**src/ast_pkg.sv**
```systemverilog
// Shared types, codes and character classes for the assembler source tokenizer.
package ast_pkg;

   localparam int MAX_TOKEN_LEN = 512;
   localparam int LEN_W         = $clog2(MAX_TOKEN_LEN + 1);
   localparam int MAX_RES       = 3;
   localparam int CNT_W         = $clog2(MAX_RES + 1);

   localparam logic [3:0] K_EOL      = 4'd0;
   localparam logic [3:0] K_LOCAL    = 4'd1;
   localparam logic [3:0] K_INDIRECT = 4'd2;
   localparam logic [3:0] K_COLON    = 4'd3;
   localparam logic [3:0] K_INT      = 4'd4;
   localparam logic [3:0] K_FLOAT    = 4'd5;
   localparam logic [3:0] K_IDENT    = 4'd6;
   localparam logic [3:0] K_STRING   = 4'd7;
   localparam logic [3:0] K_CHAR     = 4'd8;
   localparam logic [3:0] K_ERROR    = 4'd9;

   localparam logic [3:0] M_IDLE    = 4'd0;
   localparam logic [3:0] M_COMMENT = 4'd1;
   localparam logic [3:0] M_HEX     = 4'd2;
   localparam logic [3:0] M_NUM     = 4'd3;
   localparam logic [3:0] M_MINUS   = 4'd4;
   localparam logic [3:0] M_IDENT   = 4'd5;
   localparam logic [3:0] M_STRING  = 4'd6;
   localparam logic [3:0] M_CHAR    = 4'd7;

   localparam logic [2:0] ERR_NONE      = 3'd0;
   localparam logic [2:0] ERR_BAD_CHAR  = 3'd1;
   localparam logic [2:0] ERR_BACKSLASH = 3'd2;
   localparam logic [2:0] ERR_MINUS     = 3'd3;
   localparam logic [2:0] ERR_DOT       = 3'd4;
   localparam logic [2:0] ERR_OPEN      = 3'd5;
   localparam logic [2:0] ERR_EMPTY     = 3'd6;
   localparam logic [2:0] ERR_LONG      = 3'd7;

   localparam logic [7:0] CH_NUL    = 8'h00;
   localparam logic [7:0] CH_LF     = 8'h0A;
   localparam logic [7:0] CH_SEMI   = 8'h3B;
   localparam logic [7:0] CH_HASH   = 8'h23;
   localparam logic [7:0] CH_STAR   = 8'h2A;
   localparam logic [7:0] CH_COLON  = 8'h3A;
   localparam logic [7:0] CH_DOLLAR = 8'h24;
   localparam logic [7:0] CH_MINUS  = 8'h2D;
   localparam logic [7:0] CH_DOT    = 8'h2E;
   localparam logic [7:0] CH_USCORE = 8'h5F;
   localparam logic [7:0] CH_BSL    = 8'h5C;
   localparam logic [7:0] CH_DQUOTE = 8'h22;
   localparam logic [7:0] CH_SQUOTE = 8'h27;

   typedef struct packed {
      logic [3:0]  kind;
      logic [7:0]  content_byte;
      logic        token_start;
      logic        token_end;
      logic [15:0] start_line;
      logic [15:0] start_column;
      logic [2:0]  error_code;
      logic        error_counts;
      logic        errors_seen;
      logic        last;
   } item_type;

   typedef item_type [MAX_RES-1:0] item_vec_type;

   typedef struct packed {
      logic [CNT_W-1:0] count;
      item_vec_type     items;
   } step_type;

   typedef struct packed {
      logic [3:0]       mode;
      logic             bs;
      logic             dot;
      logic             bad;
      logic [LEN_W-1:0] len;
      logic [15:0]      line;
      logic [15:0]      col;
      logic [15:0]      tline;
      logic [15:0]      tcol;
      logic             eflag;
   } lex_state_type;

   localparam lex_state_type RESET_STATE = '{
      mode: M_IDLE, bs: 1'b0, dot: 1'b0, bad: 1'b0, len: '0,
      line: 16'd1, col: 16'd1, tline: 16'd1, tcol: 16'd1, eflag: 1'b0};

   function automatic logic is_dig(input logic [7:0] c);
      return c inside {[8'h30:8'h39]};
   endfunction

   function automatic logic is_alpha(input logic [7:0] c);
      return c inside {[8'h61:8'h7A], [8'h41:8'h5A]};
   endfunction

   function automatic logic is_hex(input logic [7:0] c);
      return c inside {[8'h30:8'h39], [8'h61:8'h66], [8'h41:8'h46]};
   endfunction

   function automatic logic is_name(input logic [7:0] c);
      return is_dig(c) || is_alpha(c) || c == CH_DOT || c == CH_USCORE;
   endfunction

   function automatic logic is_blank(input logic [7:0] c);
      return c inside {8'h20, 8'h09, 8'h0B, 8'h0C, 8'h0D};
   endfunction

   function automatic logic [3:0] tok_kind(input logic [3:0] mode, input logic dot);
      logic [3:0] k;
      case (mode)
         M_NUM, M_MINUS: k = dot ? K_FLOAT : K_INT;
         M_IDENT:        k = K_IDENT;
         M_STRING:       k = K_STRING;
         M_CHAR:         k = K_CHAR;
         default:        k = K_INT;
      endcase
      return k;
   endfunction

   function automatic item_type mk_item(input logic [3:0] kind, input logic [7:0] b,
                                        input logic st, input logic en,
                                        input logic [15:0] ln, input logic [15:0] col,
                                        input logic [2:0] err, input logic cnt);
      item_type x;
      x.kind         = kind;
      x.content_byte = b;
      x.token_start  = st;
      x.token_end    = en;
      x.start_line   = ln;
      x.start_column = col;
      x.error_code   = err;
      x.error_counts = cnt;
      x.errors_seen  = 1'b0;
      x.last         = 1'b0;
      return x;
   endfunction

endpackage

```
**src/ast_resq.sv**
```systemverilog
// Result register holding one byte's beats, handed out one per cycle with rsp_ready high.
module ast_resq (
   input  logic               clock,
   input  logic               reset,
   input  ast_pkg::step_type  step,
   input  logic               load,
   input  logic               rsp_ready,
   output logic               take_ok,
   output logic               head_valid,
   output ast_pkg::item_type  head
);
   import ast_pkg::*;

   item_vec_type     slot_ff, slot_in;
   logic [CNT_W-1:0] level_ff, level_in;
   logic             pop;

   assign head_valid = (level_ff != '0);
   assign head       = slot_ff[0];
   assign pop        = head_valid && rsp_ready;
   assign take_ok    = (level_ff == '0) || (level_ff == CNT_W'(1) && rsp_ready);

   always_comb begin
      slot_in  = slot_ff;
      level_in = level_ff;
      if (load) begin
         slot_in  = step.items;
         level_in = step.count;
      end else if (pop) begin
         slot_in  = item_vec_type'(slot_ff >> $bits(item_type));
         level_in = level_ff - CNT_W'(1);
      end
   end

   always_ff @(posedge clock) begin
      slot_ff <= slot_in;
      if (reset) begin
         level_ff <= '0;
      end else begin
         level_ff <= level_in;
      end
   end

endmodule

```
**config.mk**
```make
export PLATFORM = sky130hd
export DESIGN_NAME = ast_resq
export DESIGN_NICKNAME = d
export VERILOG_FILES = /design/src/ast_pkg.sv /design/src/ast_resq.sv
export SDC_FILE = /design/constraint.sdc
export NUM_CORES = 1
export LEC_CHECK = 0
export BUFFER_PORTS_ARGS = -buffer_cell sky130_fd_sc_hd__buf_2
export CORE_MARGIN = 10
export CORE_UTILIZATION = 56
export DETAILED_ROUTE_END_ITERATION = 10
export HOLD_SLACK_MARGIN = 0.15
export PLACE_DENSITY = 0.9
export SYNTH_ARGS = -nofsm -noshare
export SYNTH_HDL_FRONTEND = slang
export SYNTH_SLANG_ARGS = --single-unit
```
**constraint.sdc**
```tcl
create_clock -name clock -period 6.5 [get_ports clock]
set_input_delay 0.325 -clock clock [delete_from_list [all_inputs] [get_ports clock]]
set_output_delay 0.325 -clock clock [all_outputs]
set_load 0.02 [all_outputs]
```
== Word level (Yosys, flattened, before mapping) ==
Index checks and enable logic that the tools add are counted.

* Memories: 0
* Memory bits (writable): 0
* Register bits after elaboration: 158
* Input bits: 162
* Bits in read-only memories: 0
* Output and inout port bits: 54
* Word-level logic and storage cells: 43
* Bits in latches: 0

* Bitwise logic cells: 0
* Add/sub/neg operators: 1
* Shifts and indexed selects: 0
* Multiply operators: 0
* Mux-type cells: 4
* Divide/modulo/power cells: 0
* Reduce and logical (&&, ||, !) cells: 6
* $lt $le $gt $ge: 0
* Equality and inequality tests: 1

{| class="wikitable"
|+ Operators by type and width
! kind !! count
|-
| $mux W156 || 2
|-
| $mux W2 || 2
|-
| $reduce_bool A2 Y1 || 2
|-
| $eq A2 B1 Y1 const B || 1
|-
| $logic_and A1 B1 Y1 || 2
|-
| $logic_not A2 Y1 || 1
|-
| $sub A2 B1 Y2 const B || 1
|-
| $logic_or A1 B1 Y1 || 1
|}

== Longest topological paths before layout ==
Gate-level depths: netlist of the first run.

* Word-level depth: 4
* Mapped depth: 5
* Mapped depth without buffers: 5

== Worst setup path before layout of the first run ==
No wires, ideal clock.

* Path type: flip-flop to flip-flop
* From: register level_ff[0]
* To: register slot_ff (netlist bit head[0]) (enable)
* Stages on the path, launching flop included: 5
* Setup time: 0.450 ns
* Clock period less this slack: 3.197 ns
* Buffers on the path: 0
* Setup slack: 3.303 ns
* Required time: 6.050 ns
* Arrival time: 2.747 ns
* Cell sequence: dfxtp_1 inv_1 ha_1 and2b_1 or2_2

* Cells in the longest elaborated chain, start to end: 3

{| class="wikitable"
|+ RTL lines
! element !! RTL line !! text
|-
| start: declaration || ast_resq.sv:15 || <nowiki>logic [CNT_W-1:0] level_ff, level_in;</nowiki>
|-
| start signal: assignment || ast_resq.sv:40 || <nowiki>level_ff <= level_in;</nowiki>
|-
| $reduce_bool A2 Y1 || ast_resq.sv:18 || <nowiki>assign head_valid = (level_ff != '0);</nowiki>
|-
| $logic_and A1 B1 Y1 || ast_resq.sv:20 || <nowiki>assign pop = head_valid && rsp_ready;</nowiki>
|-
| $reduce_bool A2 Y1 (no line) || -- ||
|-
| end signal: assignment || ast_resq.sv:36 || <nowiki>slot_ff <= slot_in;</nowiki>
|-
| end: declaration || ast_resq.sv:14 || <nowiki>item_vec_type slot_ff, slot_in;</nowiki>
|}

Every way passes these cells.
A chain may end at the register's enable or synchronous reset.

== Final worst setup path of the first run ==
* From: register level_ff[0]
* To: register slot_ff[57] (netlist bit) (enable)

Same word-level chain as after synthesis.

==> flow_summary_export.csv, run 1 <==
group,metric,value,unit
detailed_routing,vias_per_cell,4.84,
synth,synth_xor_area_share,0.124,%
synth,syn_avg_cell_area,17.6,sq um
global_route,grt_max_degree,94,
clock_tree,clock_latency,410,ps
clock_tree,cts_max_path_buffers,2,
floorplan,die_y,132,um
timing,min_period_over_period,47.7,%
finish,layout.nets,733,
floorplan,dieWidth,132,um
detailed_routing,drt-pass1-iter-count,4,
timing,slew_headroom,25.0,%
critical_path,crit_start,"level_ff[0]",
floorplan,io_pins,216,
clock_tree,cts.sinks,158,
global_route,grt_pass1_wl,21200,um
pwr,powerDensity,292,nW/um^2
critical_path,reg2reg_from,"level_ff[0]",
clock_tree,numCtsBuffers,17,
synth,yosys.area_share.simple,5.12,%
critical_path,start_kind,"register",
timing,slew_violations,0,
timing,finalClockSkew,6.58,ps
timing,worst_pin_slew,1120,ps
synth,synthAdderAreaFrac,0.354,%
pwr,p_leak,3.57,nW
global_route,grt_antenna_before_repair,1,
clock_tree,cts_setup_buffers,0,
global_route,grt_pass1_vias,4034,
placed_design,gp_congestion,0.756,
worst_hold_path,worstHoldStart,"step[127]",
synth,ys_seq_area_share,66.9,%
critical_path,cp_max_fo,90,
placed_design,port_buffers,215,
synth,ys_seq_elements,158,
critical_path,critPathCaptureType,"register",
synth,synth_compound_gate_area_share,0.283,%
floorplan,dieArea,17500,sq um
synth,synth_nets,565,
detailed_routing,antenna_left,0,
synth,synth_mux_area_share,19.6,%
run,cap_violations,0,
clock_tree,h-tree-depth,4,
pwr,peakVddDrop,0.000174,V
timing,max_freq,0.322,GHz
timing,final-setup-viol-count,0,
floorplan,core_area,12200,sq um
placed_design,dpl.hpwl,10100,um
synth,ys_types,20,
critical_path,critPathKind,"reg -> reg",
worst_hold_path,hold_class,"in -> reg",
clock_tree,cts_tree,"done",
detailed_routing,drcViolationCount,0,
synth,syn-cell-area,7060,sq um
synth,synthCells,401,
timing,final.setup.tns,0,ps
finish,fin_cells,751,
critical_path,cp.required,6530,ps
timing,min_period,3100,ps
detailed_routing,wl,13900,um
timing,finalHoldViolations,0,
placed_design,dp_cells,716,
clock_tree,cts.reportedPaths.clkPinSlew,60,ps
floorplan,num_rows,40,
global_route,grt_util_all_layers,15.8,%
outcome,outcome,"completed",
critical_path,worstPathArrival,3130,ps
synth,synth_top_family_by_area,"multiplexers",
timing,worst_hold_slack,191,ps
clock_tree,root_buffer,"clkbuf_16",
finish,drive_gt1_share,60.3,%
global_route,grt.overflow.total,0,
detailed_routing,drtIter0Drc,202,
detailed_routing,vias,3636,
synth,ys_warn_count,0,
finish,syn_to_final_growth,19.0,%
floorplan,start_util,58.1,%
detailed_routing,wire_per_inst,18.5,um
timing,rsz0062_at_grt,"no",
## cell families after synthesis
group | Yosys count
xor+xnor | 1
buf+inv | 74
compound gates | 3
simple gates | 59
flops | 158
mux | 104
fa+ha+maj | 2
## worst paths after layout
kind / end / slack (ps) / depth (start not counted)
hold reg to reg: slot_ff[65] / 550 / 1
setup reg to reg: slot_ff[57] / 3400 / 5
hold / removal: slot_ff[127] / 190 / 2
setup / recovery: slot_ff[57] / 3400 / 5
## critical path, stage by stage, from the launching register on
cell and delay (ps):
dfxtp_1 390, inv_1 70, ha_1 230, and2b_1 260, or2_4 730, buf_4 960
## cell type report
cell class,instances,area (sq um)
Tap cell,168,210
Clock inverter,12,97.6
Fill cell,812,3760
Inverter,4,15.0
Antenna cell,1,2.50
Sequential cell,158,4720
Clock buffer,20,437
Timing Repair Buffer,219,1120
Multi-Input combinational cell,169,1800
## cell usage after synthesis
cell      instances  share of area, %
edfxtp_1        156                66
dfxtp_1           2              0.57
nand2_1           3              0.16
nand3b_1          1              0.11
o211ai_1          1              0.11
and2b_1           1              0.11
inv_1             4              0.21
or2_2             1             0.089
xnor2_1           1              0.12
mux2_2           48               7.7
a211oi_1          1              0.11
ha_1              2              0.35
buf_4            52               5.5
clkbuf_1          4              0.21
buf_6             8               1.3
buf_2             6              0.43
mux2_4           56                12
and2_1           52               4.6
a21oi_1           1             0.071
nor2_1            1             0.053
## where the power goes
group | internal [W] | switching [W]
Combinational | 0.000145 | 0.000149
Sequential | 0.00125 | 0.0000260
Clock | 0.000521 | 0.000368
Total | 0.00191 | 0.000543
## stage by stage
step	total power [W]	area, sq um	util, %	worst slack [ps]
after floorplan	0.00152	7060	-	3300
after global placement	0.00157	7850	64.5	3370
after detailed placement	0.00159	7850	64.5	3240
after CTS	0.00248	8400	69.1	3390
after global routing	0.00255	8400	69.1	3190
final	0.00245	8400	69.1	3400
## cells in the final DEF (no fill, tap or decap)
| master | synthesis | layout |
|---|---|---|
| edfxtp_1 | 156 | 156 |
| or2_4 | 0 | 1 |
| o211ai_1 | 1 | 1 |
| nor2_1 | 1 | 1 |
| clkbuf_16 | 0 | 17 |
| clkbuf_1 | 4 | 3 |
| clkinvlp_4 | 0 | 5 |
| dfxtp_1 | 2 | 2 |
| mux2_4 | 56 | 56 |
| buf_4 | 52 | 2 |
| a21oi_1 | 1 | 1 |
| dlygate4sd3_1 | 0 | 2 |
| ha_1 | 2 | 2 |
| mux2_2 | 48 | 48 |
| nand2_1 | 3 | 3 |
| diode_2 | 0 | 1 |
| and2_1 | 52 | 52 |
| xnor2_1 | 1 | 1 |
| bufinv_16 | 0 | 1 |
| clkinv_2 | 0 | 6 |
| inv_1 | 4 | 4 |
| and2b_1 | 1 | 1 |
| buf_6 | 8 | 1 |
| a211oi_1 | 1 | 1 |
| buf_2 | 6 | 214 |
| nand3b_1 | 1 | 1 |
## registers in the layout (all words and copies together) (netlist names)
signal    cells
level_ff      2
slot_ff     104
head         52
## metal layers
metal | wire length [um] | global-route usage, %
met2 | 7520 | 27.9
met4 | 336 | 8.62
met1 | 5180 | 15.7
met3 | 853 | 5.95
met5 | 0 | 0
## timing repair
action / 4_1_cts / 5_1_grt
resized for setup: 0 / 0
endpoints found under the hold margin: 2 / 0
setup endpoints to repair: 0 / 0
hold buffers: 2 / 0
Power figures use the tool's default switching activity.
==> inputs of run 2 (changes only) <==
CORE_UTILIZATION = 52   (was 56)
PLACE_DENSITY = 0.85   (was 0.9)
clock period = 3.2 ns   (was 6.5 ns; I/O delays follow)
==> run 2 against run 1 <==
Effect of this change: the flow now stops in clock tree synthesis; synthesized area is the same; synthesized cell count unchanged.
==> flow_summary_export.csv, run 2 <==
group,metric,value,unit
synth,synth-edff-count,156,
floorplan,dieWidth,137,um
clock_tree,h-tree-depth,4,
synth,yosysTopAreaCell,"edfxtp_1",
synth,syn_avg_cell_area,17.6,sq um
synth,synth.top_cell.area_share,66.3,%
placed_design,dp_slack,1140,ps
synth,synth_nets,565,
clock_tree,hold_buffers,152,
floorplan,num_rows,42,
clock_tree,numCtsBuffers,17,
synth,synthFlopType,"edfxtp_1",
clock_tree,cts_setup_buffers,0,
clock_tree,cts_max_path_buffers,2,
synth,ys_seq_elements,158,
placed_design,dpl.hpwl,10000,um
floorplan,die_y,137,um
outcome,lastStage,"clock tree synthesis",
synth,synth_common_cells,"edfxtp_1, mux2_4, and2_1, buf_4, mux2_2",
clock_tree,root_buffer,"clkbuf_16",
floorplan,io_pins,216,
placed_design,port_buffers,215,
synth,ys_seq_area_share,66.9,%
synth,synthCells,401,
outcome,error,"[ERROR RSZ-0060] Max buffer count reached.",
clock_tree,ctsResizeCount,0,
synth,async_flop_share,0,%
placed_design,dp_cells,726,
synth,ys_types,20,
floorplan,start_util,53.1,%
placed_design,gp_congestion,0.765,
synth,syn-cell-area,7060,sq um
synth,synth_area_leaders,"edfxtp_1, mux2_4, mux2_2",
clock_tree,cts.sinks,158,
synth,ys_warn_count,0,
synth,synth_most_common_cell,"edfxtp_1",
outcome,outcome,"aborted with a tool error",
-- run 2: cell counts after synthesis --
No cell type changed its count.
-- run 2: per-stage QoR --
stage / cell area [sq um] / hold slack, ps / util, %
floorplan: 7060 / 229 / -
global placement: 7880 / 332 / 59.3
detailed placement: 7880 / 346 / 59.3
-- run 2: kinds of logic after synthesis --
kind of cell	count (synthesis)	share of synthesized area, %
multiplexers	104	19.6
flip-flops	158	66.9
XOR/XNOR	1	0.124
adder cells (fa/ha/maj)	2	0.354
buffers and inverters	74	7.65
AO/OA/AOI/OAI	3	0.283
AND/OR/NAND/NOR	59	5.12
==> inputs of run 3 (changes only) <==
CORE_UTILIZATION = 40   (was 52)
HOLD_SLACK_MARGIN = default   (was 0.15)
PLACE_DENSITY = default   (was 0.85)
PLACE_DENSITY_LB_ADDON = 0.15   (was default)
==> run 3 against run 2 <==
Effect of this change: the flow now finishes without violations.
==> flow_summary_export.csv, run 3 (synthesized netlist as in run 1, its figures left out) <==
group,metric,value,unit
floorplan,start_util,40.8,%
critical_path,cp.required,3300,ps
floorplan,dieWidth,153,um
floorplan,die_y,153,um
timing,slew_headroom,62.4,%
finish,post-route-util,49.7,%
outcome,outcome,"completed",
detailed_routing,drtIter0Drc,174,
pwr,p_leak,3.62,nW
detailed_routing,drt-met1-wl,5680,um
floorplan,core_area,17300,sq um
clock_tree,cts_setup_buffers,0,
clock_tree,clock_latency,420,ps
finish,largest_reg_flops,104,
timing,finalClockSkew,8.43,ps
finish,max_flop_register,"slot_ff",
global_route,grt_antenna_before_repair,5,
timing,min_period,2090,ps
detailed_routing,wire_per_inst,17.4,um
critical_path,worstPathArrival,2190,ps
pwr,powerDensity,593,nW/um^2
run,cap_violations,0,
global_route,grt_pass1_wl,22000,um
timing,rsz0062_at_grt,"no",
detailed_routing,wl,14200,um
detailed_routing,vias_per_cell,4.44,
timing,final.setup.tns,0,ps
detailed_routing,antenna_left,0,
timing,finalHoldViolations,0,
detailed_routing,drt-pass1-iter-count,4,
clock_tree,root_buffer,"clkbuf_16",
placed_design,gp_congestion,0.779,
floorplan,io_pins,216,
clock_tree,h-tree-depth,4,
clock_tree,cts.sinks,158,
critical_path,start_kind,"register",
timing,final-setup-viol-count,0,
floorplan,dieArea,23400,sq um
timing,worst_pin_slew,564,ps
global_route,grt_util_all_layers,12.0,%
pwr,peakVddDrop,0.000348,V
floorplan,num_rows,48,
detailed_routing,drcViolationCount,0,
clock_tree,cts_tree,"done",
timing,slew_violations,0,
detailed_routing,wl_met2,7010,um
critical_path,critPathKind,"reg -> reg",
critical_path,critPathCaptureType,"register",
clock_tree,cts_max_path_buffers,2,
critical_path,cp_max_fo,37,
global_route,grt_pass1_vias,4126,
timing,max_freq,0.478,GHz
timing,min_period_over_period,65.3,%
global_route,grt_max_degree,72,
clock_tree,numCtsBuffers,17,
finish,layout.cells.most_common_list,"buf_2, edfxtp_1, mux2_4",
detailed_routing,route.met3.wl,1170,um
finish,drive_gt1_share,60.1,%
placed_design,dp_cells,777,
finish,layout.nets,739,
finish,syn_to_final_growth,21.7,%
detailed_routing,vias,3627,
finish,mostFrequentLayoutCell,"buf_2",
detailed_routing,topRoutingLayerUsed,"met4",
placed_design,dpl.hpwl,10200,um
placed_design,port_buffers,215,
worst_hold_path,hold_class,"in -> reg",
clock_tree,cts.reportedPaths.clkPinSlew,60,ps
finish,fin_cells,817,
global_route,grt.overflow.total,0,
[run 3: critical path: stages (launching register included)]
cell,delay (ps)
dfxtp_1,380
inv_1,60
ha_1,210
and2b_1,260
or2_4,490
buf_4,350
[run 3: path summary, 6_finish.rpt]
kind                      from      endpoint  slack (ps)  cells after the start
setup reg to reg   level_ff[0]      head[14]        1110                      5
hold reg to reg   slot_ff[125]   slot_ff[73]         540                      1
hold / removal       step[146]  slot_ff[146]          20                      2
setup / recovery   level_ff[0]      head[14]        1110                      5
[run 3: area by class of cell]
| cell class | count | area (sq um) |
|---|---|---|
| Fill cell | 1511 | 8700 |
| Sequential cell | 158 | 4720 |
| Multi-Input combinational cell | 169 | 1800 |
| Timing Repair Buffer | 225 | 1200 |
| Clock buffer | 18 | 429 |
| Tap cell | 225 | 282 |
| Clock inverter | 13 | 125 |
| Inverter | 4 | 15.0 |
| Antenna cell | 5 | 12.5 |
[run 3: through the flow]
stage	hold WS [ps]	instance area, sq um	total power (W)	setup slack (ps)
4_1_cts	0.0763	8580	0.00516	1080
2_1_floorplan	229	7060	0.00309	2.61
3_5_place_dp	336	7990	0.00324	1100
6_report	24.2	8590	0.00510	1110
5_1_grt	6.19	8590	0.00531	940
3_3_place_gp	331	7990	0.00322	1170
[run 3: metal layers]
metal | GRT usage (%) | up-vias
li1 | - | 1771
met1 | 13.1 | 1704
met2 | 19.7 | 132
met3 | 5.25 | 20
met4 | 6.13 | 0
met5 | 0 | -
[run 3: repair_timing]
item,4_1_cts,5_1_grt
hold buffers,4,0
endpoints found under the hold margin,3,0
resized for setup,0,0
[run 3: power by group]
group	switching (W)	leakage (nW)	internal [W]
sequential	0.0000512	1.60	0.00253
combinational	0.000302	1.75	0.000307
clock	0.000779	0.260	0.00113
